==> config.mk <==
export PLATFORM = sky130hd
export DESIGN_NAME = sorted_id_set_table_unit
export DESIGN_NICKNAME = d
export VERILOG_FILES = /design/src/hw/rtl/sist_pkg.sv /design/src/hw/rtl/sist_cell.sv /design/src/hw/rtl/sorted_id_set_table_unit.sv
export SDC_FILE = /design/constraint.sdc
export NUM_CORES = 1
export LEC_CHECK = 0
export ABC_AREA = 1
export BUFFER_PORTS_ARGS = -buffer_cell sky130_fd_sc_hd__buf_2
export CAP_MARGIN = 10
export CORE_ASPECT_RATIO = 0.8
export CORE_MARGIN = 1.5
export CORE_UTILIZATION = 30
export DETAILED_ROUTE_END_ITERATION = 10
export SLEW_MARGIN = 0
export SYNTH_ARGS = -nofsm -noshare
export SYNTH_HDL_FRONTEND = slang
export SYNTH_SLANG_ARGS = --single-unit
==> constraint.sdc <==
create_clock -name clk -period 5 [get_ports clk]
set_input_delay 0.5 -clock clk [delete_from_list [all_inputs] [get_ports clk]]
set_output_delay 0.5 -clock clk [all_outputs]
set_load 0.005 [all_outputs]
==> src/hw/rtl/sist_pkg.sv <==
// sist_pkg: shared constants, operation codes and beat types for the sorted id set table
// no dependencies; used by sist_cell and sorted_id_set_table_unit

package sist_pkg;

    localparam int SET_DEPTH = 8;
    localparam int ID_WIDTH  = 16;
    localparam int CNT_W     = $clog2(SET_DEPTH + 1);

    localparam logic [1:0] OP_SET    = 2'd0;
    localparam logic [1:0] OP_CLEAR  = 2'd1;
    localparam logic [1:0] OP_TOGGLE = 2'd2;
    localparam logic [1:0] OP_TEST   = 2'd3;

    typedef logic [ID_WIDTH-1:0] id_t;
    typedef logic [CNT_W-1:0]    cnt_t;

    typedef struct packed {
        logic [1:0] operation;
        id_t        bit_id;
    } req_t;

    typedef struct packed {
        logic success;
        logic overflow;
        cnt_t entry_count;
    } rsp_t;

    // broadcast to every cell of the chain
    typedef struct packed {
        id_t  id;
        logic ins;
        logic rem;
    } cell_cmd_t;

endpackage

==> src/hw/rtl/sist_cell.sv <==
// sist_cell: one entry of the sorted chain, compares against the broadcast id and shifts
// depends on sist_pkg

module sist_cell
(
    input  logic                clk,
    input  sist_pkg::cell_cmd_t cmd,
    input  logic                in_use,
    input  logic                left_lt,
    input  sist_pkg::id_t       left_entry,
    input  sist_pkg::id_t       right_entry,
    output sist_pkg::id_t       entry,
    output logic                lt,
    output logic                eq
);

    sist_pkg::id_t entry_reg;
    sist_pkg::id_t entry_next;

    always_comb
    begin
        lt = in_use && (entry_reg < cmd.id);
        eq = in_use && (entry_reg == cmd.id);
    end

    // cells below the insert or remove point keep their entry
    always_comb
    begin
        entry_next = entry_reg;
        if (cmd.ins && !lt)
        begin
            entry_next = left_lt ? cmd.id : left_entry;
        end
        else if (cmd.rem && !lt)
        begin
            entry_next = right_entry;
        end
    end

    always_ff @(posedge clk)
    begin
        entry_reg <= entry_next;
    end

    assign entry = entry_reg;

endmodule

==> src/hw/rtl/sorted_id_set_table_unit.sv <==
// sorted_id_set_table_unit: top level, chain of compare and shift cells plus count and
// response register; depends on sist_pkg and sist_cell
//
// Usage:
//   req channel (req_valid, req_stall, req) carries an operation and an id; rsp channel
//   (rsp_valid, rsp_stall, rsp) returns success, overflow and the entry count after the
//   operation. Exactly one rsp beat per req beat, in order.
//   Every cell compares its entry with the incoming id in the same cycle and shifts left
//   or right by one as the operation needs; the set registers the result of an accepted beat.
//   The response is registered and valid the cycle after the request is taken. Throughput
//   is one beat per cycle while no pending response is held by rsp_stall, set by the single
//   compare/shift pass through the cell row.
//   While rsp_stall holds a pending response, req_stall is raised; a new request is taken
//   in the same cycle the pending response leaves.
//   Reset (rst_n low, asynchronous) empties the set and drops any pending response;
//   no clearing pass is needed, entries past the count are never read.

module sorted_id_set_table_unit
(
    input  logic          clk,
    input  logic          rst_n,
    input  logic          req_valid,
    output logic          req_stall,
    input  sist_pkg::req_t req,
    output logic          rsp_valid,
    input  logic          rsp_stall,
    output sist_pkg::rsp_t rsp
);

    localparam int D = sist_pkg::SET_DEPTH;

    sist_pkg::cnt_t      count_reg;
    sist_pkg::cnt_t      count_next;
    logic                rsp_valid_reg;
    logic                rsp_valid_next;
    sist_pkg::rsp_t      rsp_reg;
    sist_pkg::rsp_t      rsp_next;
    sist_pkg::cell_cmd_t cmd;

    sist_pkg::id_t entry_w [D];
    logic [D-1:0]  lt_w;
    logic [D-1:0]  eq_w;
    logic [D-1:0]  use_w;

    logic fire;
    logic hit;
    logic full;

    assign req_stall = rsp_valid_reg && rsp_stall;
    assign fire      = req_valid && !req_stall;
    assign hit       = |eq_w;
    assign full      = (count_reg == sist_pkg::CNT_W'(D));

    always_comb
    begin
        cmd.id  = req.bit_id;
        cmd.ins = fire && !hit &&
                  ((req.operation == sist_pkg::OP_SET) || (req.operation == sist_pkg::OP_TOGGLE));
        cmd.rem = fire && hit &&
                  ((req.operation == sist_pkg::OP_CLEAR) || (req.operation == sist_pkg::OP_TOGGLE));
    end

    genvar gi;
    generate
        for (gi = 0; gi < D; gi++)
        begin : g_cell
            logic          l_lt;
            sist_pkg::id_t l_entry;
            sist_pkg::id_t r_entry;

            assign use_w[gi] = (count_reg > sist_pkg::CNT_W'(gi));

            if (gi == 0)
            begin : g_first
                assign l_lt    = 1'b1;
                assign l_entry = '0;
            end
            else
            begin : g_mid
                assign l_lt    = lt_w[gi-1];
                assign l_entry = entry_w[gi-1];
            end

            if (gi == D - 1)
            begin : g_last
                assign r_entry = '0;
            end
            else
            begin : g_inner
                assign r_entry = entry_w[gi+1];
            end

            sist_cell u_cell
            (
                .clk         (clk),
                .cmd         (cmd),
                .in_use      (use_w[gi]),
                .left_lt     (l_lt),
                .left_entry  (l_entry),
                .right_entry (r_entry),
                .entry       (entry_w[gi]),
                .lt          (lt_w[gi]),
                .eq          (eq_w[gi])
            );
        end
    endgenerate

    always_comb
    begin
        count_next = count_reg;
        if (cmd.ins && !full)
        begin
            count_next = count_reg + sist_pkg::CNT_W'(1);
        end
        else if (cmd.rem)
        begin
            count_next = count_reg - sist_pkg::CNT_W'(1);
        end
    end

    always_comb
    begin
        rsp_next.overflow    = cmd.ins && full;
        rsp_next.entry_count = count_next;
        unique case (req.operation)
            sist_pkg::OP_SET:    rsp_next.success = !hit;
            sist_pkg::OP_CLEAR:  rsp_next.success = hit;
            sist_pkg::OP_TOGGLE: rsp_next.success = 1'b1;
            default:             rsp_next.success = hit;
        endcase
    end

    always_comb
    begin
        rsp_valid_next = rsp_valid_reg;
        if (fire)
        begin
            rsp_valid_next = 1'b1;
        end
        else if (!rsp_stall)
        begin
            rsp_valid_next = 1'b0;
        end
    end

    always_ff @(posedge clk or negedge rst_n)
    begin
        if (!rst_n)
        begin
            count_reg     <= '0;
            rsp_valid_reg <= 1'b0;
        end
        else
        begin
            count_reg     <= count_next;
            rsp_valid_reg <= rsp_valid_next;
        end
    end

    always_ff @(posedge clk)
    begin
        if (fire)
        begin
            rsp_reg <= rsp_next;
        end
    end

    assign rsp_valid = rsp_valid_reg;
    assign rsp       = rsp_reg;

    // held entries must stay strictly ascending
    logic [D-1:0] order_bad;
    always_comb
    begin
        order_bad = '0;
        for (int i = 1; i < D; i++)
        begin
            order_bad[i] = use_w[i] && (entry_w[i-1] >= entry_w[i]);
        end
    end

    a_count_range: assert property (@(posedge clk) disable iff (!rst_n)
        count_reg <= sist_pkg::CNT_W'(D))
        else $error("entry count beyond set depth");

    a_sorted: assert property (@(posedge clk) disable iff (!rst_n)
        order_bad == '0)
        else $error("set entries out of order or duplicated");

    a_test_keeps_count: assert property (@(posedge clk) disable iff (!rst_n)
        (fire && (req.operation == sist_pkg::OP_TEST)) |=> (count_reg == $past(count_reg)))
        else $error("test operation changed the count");

    a_overflow_full: assert property (@(posedge clk) disable iff (!rst_n)
        (rsp_valid_reg && rsp_reg.overflow) |-> (rsp_reg.entry_count == sist_pkg::CNT_W'(D)))
        else $error("overflow reported on a set that is not full");

endmodule
# --- After elaboration in Yosys (flattened, before gate mapping) ---
# Index checks and enable logic that the tools add are counted.
totals:
  reg_bits: 139
  latchBits: 0
  ram_bits: 0
  mem_bits_ro: 0
  input_bits: 22
  out_inout_bits: 8
  wordCells: 134
  memories: 0
classes:
  addsub: 2
  mul: 0
  n_div: 0
  magnitude_cmp: 16
  eq_ne: 12
  shifts: 0
  muxes: 28
  n_bitwise: 0
  n_reduce_logical: 63
ops:
  columns: ["operator", "n"]
  rows:
  - ["two-way mux 16 bit", 23]
  - ["equality test 16 bit", 8]
  - ["< comparator 16 bit", 8]
  - ["logical AND 1 bit", 40]
  - ["greater-than comparator 4 x 3 -> 1 bit (second input constant)", 4]
  - ["nonzero test 2 bit", 8]
  - ["zero test 1 bit", 11]
  - ["greater-than comparator 4 x 1 -> 1 bit (second input constant)", 2]
  - ["greater-than comparator 4 x 2 -> 1 bit (second input constant)", 2]
  - ["two-way mux 4 bit", 2]
  - ["OR reduction 8 bit", 1]
  - ["adder 4 x 1 -> 4 bit (second input constant)", 1]
  - ["equality test 4 bit (second input constant)", 1]
  - ["subtractor 4 x 1 -> 4 bit (second input constant)", 1]
  - ["equality test 2 x 1 -> 1 bit (second input constant)", 1]
  - ["equality test 2 bit (second input constant)", 1]
  - ["zero test 2 bit", 1]
  - ["logical OR 1 bit", 2]
  - ["two-way mux 1 bit", 2]
  - ["!= test 2 x 1 -> 1 bit (second input constant)", 1]
  - ["case mux 1 bit (2 select lines)", 1]

# --- Logic depth before layout (Yosys ltp) ---
depth:
  word_depth: 8
  mapped_depth: 17
  ltp_nobuf: 15

# --- Hierarchy ---
# From an unflattened synthesis, not the netlist that was laid out.
unflattened:
  cells_unflattened: 1441
  hier_area_um2: 11932.7
by_module_without_submodules:
  columns: ["module", "n_inst", "cells_each", "area_each_um2", "seq_area_each_um2"]
  rows:
  - ["sist_cell", 8, 168, 1393.8, 480.5]
  - ["sorted_id_set_table_unit", 1, 97, 782.0, 305.3]

# --- Worst setup path before layout ---
# Ideal clock, no wire load.
synth_path:
  path_type: "in2reg"
  start: "input req[15] (netlist name)"
  end: "register g_cell[2].u_cell.entry_reg[0], enable pin"
  setup_ns: 0.413
  arrival_time_ns: 3.549
  required_ns: 4.587
  setup_slack_ns: 1.037
  stages: 10
  path_buffers: 2
  path_cell_list: "clkbuf_1 -> inv_1 -> ha_1 -> nand2_1 -> or2_2 -> nand4_1 -> clkinv_1 -> nand2_1 -> clkbuf_1 -> a21boi_0"
synth_between:
  elab_chain_len: 8
  elab_cells_between_ends: 28
  cone_classes: "order compare (1); eq/ne (8); reduce/logical (19)"
synth_lines:
  columns: ["item", "line_no", "text"]
  rows:
  - ["from (decl)", "sorted_id_set_table_unit.sv:24", "input sist_pkg::req_t req,"]
  - ["branches (longest 7 deep; another with < comparator 16 bit)", null, null]
  - ["nonzero test 2 bit (no line) (*)", null, null]
  - ["to (signal assigned)", "sist_cell.sv:42", "entry_reg <= entry_next;"]
  - ["to (decl)", "sist_cell.sv:17", "sist_pkg::id_t entry_reg;"]
# Mark *: on every way between the ends.
# A chain may end at the register's enable or synchronous reset.

# --- Final worst setup path ---
layout_path:
  start: "input req[13] (netlist name)"
  end: "register g_cell[1].u_cell.entry_reg[3], enable pin"
layout_between:
  elab_chain_len: 8
  elab_cells_between_ends: 28
  cone_classes: "order compare (1); eq/ne (8); reduce/logical (19)"
layout_lines:
  columns: ["item", "line_no"]
  rows:
  - ["branches (longest 7 deep; another with < comparator 16 bit)", null]
  - ["nonzero test 2 bit (no line) (*)", null]
  - ["to (signal assigned)", "sist_cell.sv:42"]
  - ["to (decl)", "sist_cell.sv:17"]
# Marks and branches as above.

==> metrics.cfg <==
[clocking]
cts-resized-gates = 0
clockBufferDepth = 2
insertion_delay_ps = 440
cts.clk_slew.worst_paths_ps = 70
cts_num_sinks = 139
cts_setup_buffers = 0
numCtsBuffers = 17
h-tree-depth = 4
root_buffer = clkbuf_16
cts_tree = yes

[placement]
placed_cells = 1910
dpl.hpwl_um = 26260
io_buffer_count = 29
place.gp.congestion = 0.8916
placedInstanceArea_mm2 = 0.01160

[floorplanning]
start_util_pct = 30.49
dieHeight_um = 174.1
die-area_mm2 = 0.03774
placementRows = 62
die_x_um = 216.8
coreArea_mm2 = 0.03599
io-pin-count = 30

[worst_setup_path]
reg2reg_setup_slack_ps = 1420
arrival_ps = 3830
worstSetupPathType = in2reg
cp-start-kind = input port
crit_chain = buf_2, inv_1, ha_1, nand2_1, nor2_1, nand2_1, inv_1, nand3b_1, nand2_1, nor2_1, nand2_1, nand3_1, a21boi_2, buf_4
path_common_cell = nand2_1
crit_slowest_cell = nand3_1
worst-path-buf-inv = 4
critPathMaxStageDelay_ps = 570
crit_path_max_fanout = 12
endpoint_kind = flip-flop
required_ps = 5130
critical-path-top-delay-family = simple AND/OR/NAND/NOR gates

[sta]
setup_viol = 0
tns_ps = 0
rsz0062_at_grt = false
finalCritPeriodShare_pct = 74.01
period_needed_ps = 3700
drv_slew = 0
fmax_mhz = 270.2
relSlewSlack_pct = 46.85
fin_skew_ps = 13.14
final_hold_viol_count = 0
worst_slew_pin_slew_ps = 795.3

[outcome]
status = completed

[route]
routedWlPerCell_um = 17.99
vias = 10040
wl_met3_um = 2733
drt-total-wl_um = 34960
met2_length_um = 14880
maxUsedRoutingLayer = met4
postRouteAntennaNets = 0
drc = 0
viasPerCell = 5.167
wl_met1_um = 16950
first_pass_iters = 6
drt_first_iter_violations = 985

[grt]
antenna_found_initial = 0
grt_max_degree = 61
overflow = 0
grt_pass1_wl_um = 55410
grt_pass1_vias = 9570
track_usage_pct = 18.75

[power]
power.density_mw_per_mm2 = 385.6
power.leakage_nw = 5.717
ir_drop_mv = 0.2673

[synthesis]
ys.flop_type = edfxtp_1
synthCells = 1445
netlist_area_mm2 = 0.01097
synthArstFlopShare_pct = 3.597
synth_enable_flop_cells = 134
syn_nets = 1601
ys_types = 37
ys_seq_area_share_pct = 37.81
yosys-top-cells-area = edfxtp_1, nand2_1, ha_1
ys_ff_latch = 139
yosysTopAreaCell = edfxtp_1
syn_area_per_cell_um2 = 7.595
synth_warnings = 0
yosysTopAreaCellShare_pct = 36.67

[finish]
fin_util_pct = 33.80
largest_register_ffs = 128
layout-drive-gt1-share_pct = 7.929
final_cell_mix = nand2_1, nand3_1, ha_1, edfxtp_1, nor2_1
n_antenna_cell = 0
nets = 1606
fin_area_mm2 = 0.01217
area_delta_synth_final_pct = 10.87
fin_cells = 1943
nFillCells = 3818
final_common_cell = nand2_1

[min_path]
hp-class = in2reg

[flow_run]
maxCapViolCount = 0

[path summary, 6_finish.rpt]
check,start,to,cells after the start
worst max-delay path,req[13],g_cell[1].u_cell.entry[3]$_DFFE_PP_,14
worst min-delay path,req_valid,rsp_valid$_DFFE_PN0P_,3
worst max register to register,count_reg[0]$_DFF_PN0_,g_cell[1].u_cell.entry[3]$_DFFE_PP_,13
worst min register to register,rsp_valid$_DFFE_PN0P_,rsp_valid$_DFFE_PN0P_,2
max in group asynchronous,rst_n,count_reg[2]$_DFF_PN0_,2
min in group asynchronous,rst_n,rsp_valid$_DFFE_PN0P_,2
[metal layers]
metal / GRT usage [%] / vias up
met5: 0 / -
met2: 27.66 / 412
met3: 3.220 / 23
met4: 4.398 / 0
li1: - / 4908
met1: 28.19 / 4696
[logic make-up after synthesis]
logic type / synth area share, %
compound gates: 7.057
xor+xnor: 0.07982
fa+ha+maj: 15.28
buf+inv: 5.324
flops: 37.81
simple gates: 34.45
[layout make-up]
type / instances / area (um2) / area share, %
inverters: 61 / 229.0 / 1.882
clock inverters: 12 / 91.34 / 0.7507
repair buffers: 58 / 377.9 / 3.106
flip-flops and latches: 139 / 4149 / 34.10
clock buffers: 20 / 466.7 / 3.836
well taps: 480 / 600.6 / 4.936
multi-input cells: 1173 / 6252 / 51.39
[where the power goes]
part           internal (mW)  switching, mW
Combinational          0.555           1.35
Clock                  0.675          0.542
Sequential              1.46          0.117
[cells in the mapped netlist (all sizes together) (2+ instances only)]
| cell | n |
|---|---|
| o21bai | 2 |
| ha | 134 |
| nand3 | 229 |
| edfxtp | 134 |
| a21o | 2 |
| inv | 58 |
| buf | 27 |
| clkbuf | 45 |
| a21boi | 9 |
| or2 | 2 |
| o21ai | 36 |
| nand2 | 583 |
| nor2 | 70 |
| a21oi | 75 |
| nor3 | 3 |
| o211ai | 6 |
| and2 | 2 |
| dfrtp | 5 |
| nand4 | 8 |
| nand3b | 6 |
| clkinv | 3 |
[metrics by stage]
| step | total power, mW | setup WS [ps] | hold WS (ps) |
|---|---|---|---|
| final | 4.692 | 1300 | 253.2 |
| after global routing | 4.994 | 1068 | 245.9 |
| after CTS | 4.688 | 1383 | 235.8 |
| after detailed placement | 3.463 | 916.0 | 324.4 |
| after global placement | 3.457 | 931.1 | 321.6 |
| after floorplan | 2.879 | 1037 | 204.4 |
[worst min-delay path, cell delays in order]
cell	delay [ps]
buf_2	80
inv_1	40
nand2_1	50
[timing repair]
| item | 4_1_cts | 5_1_grt |
|---|---|---|
| hold endpoints to repair | 5 | 0 |
| setup endpoints to repair | 0 | 0 |
| hold buffers | 1 | 0 |
(Power assumes the default switching activity.)
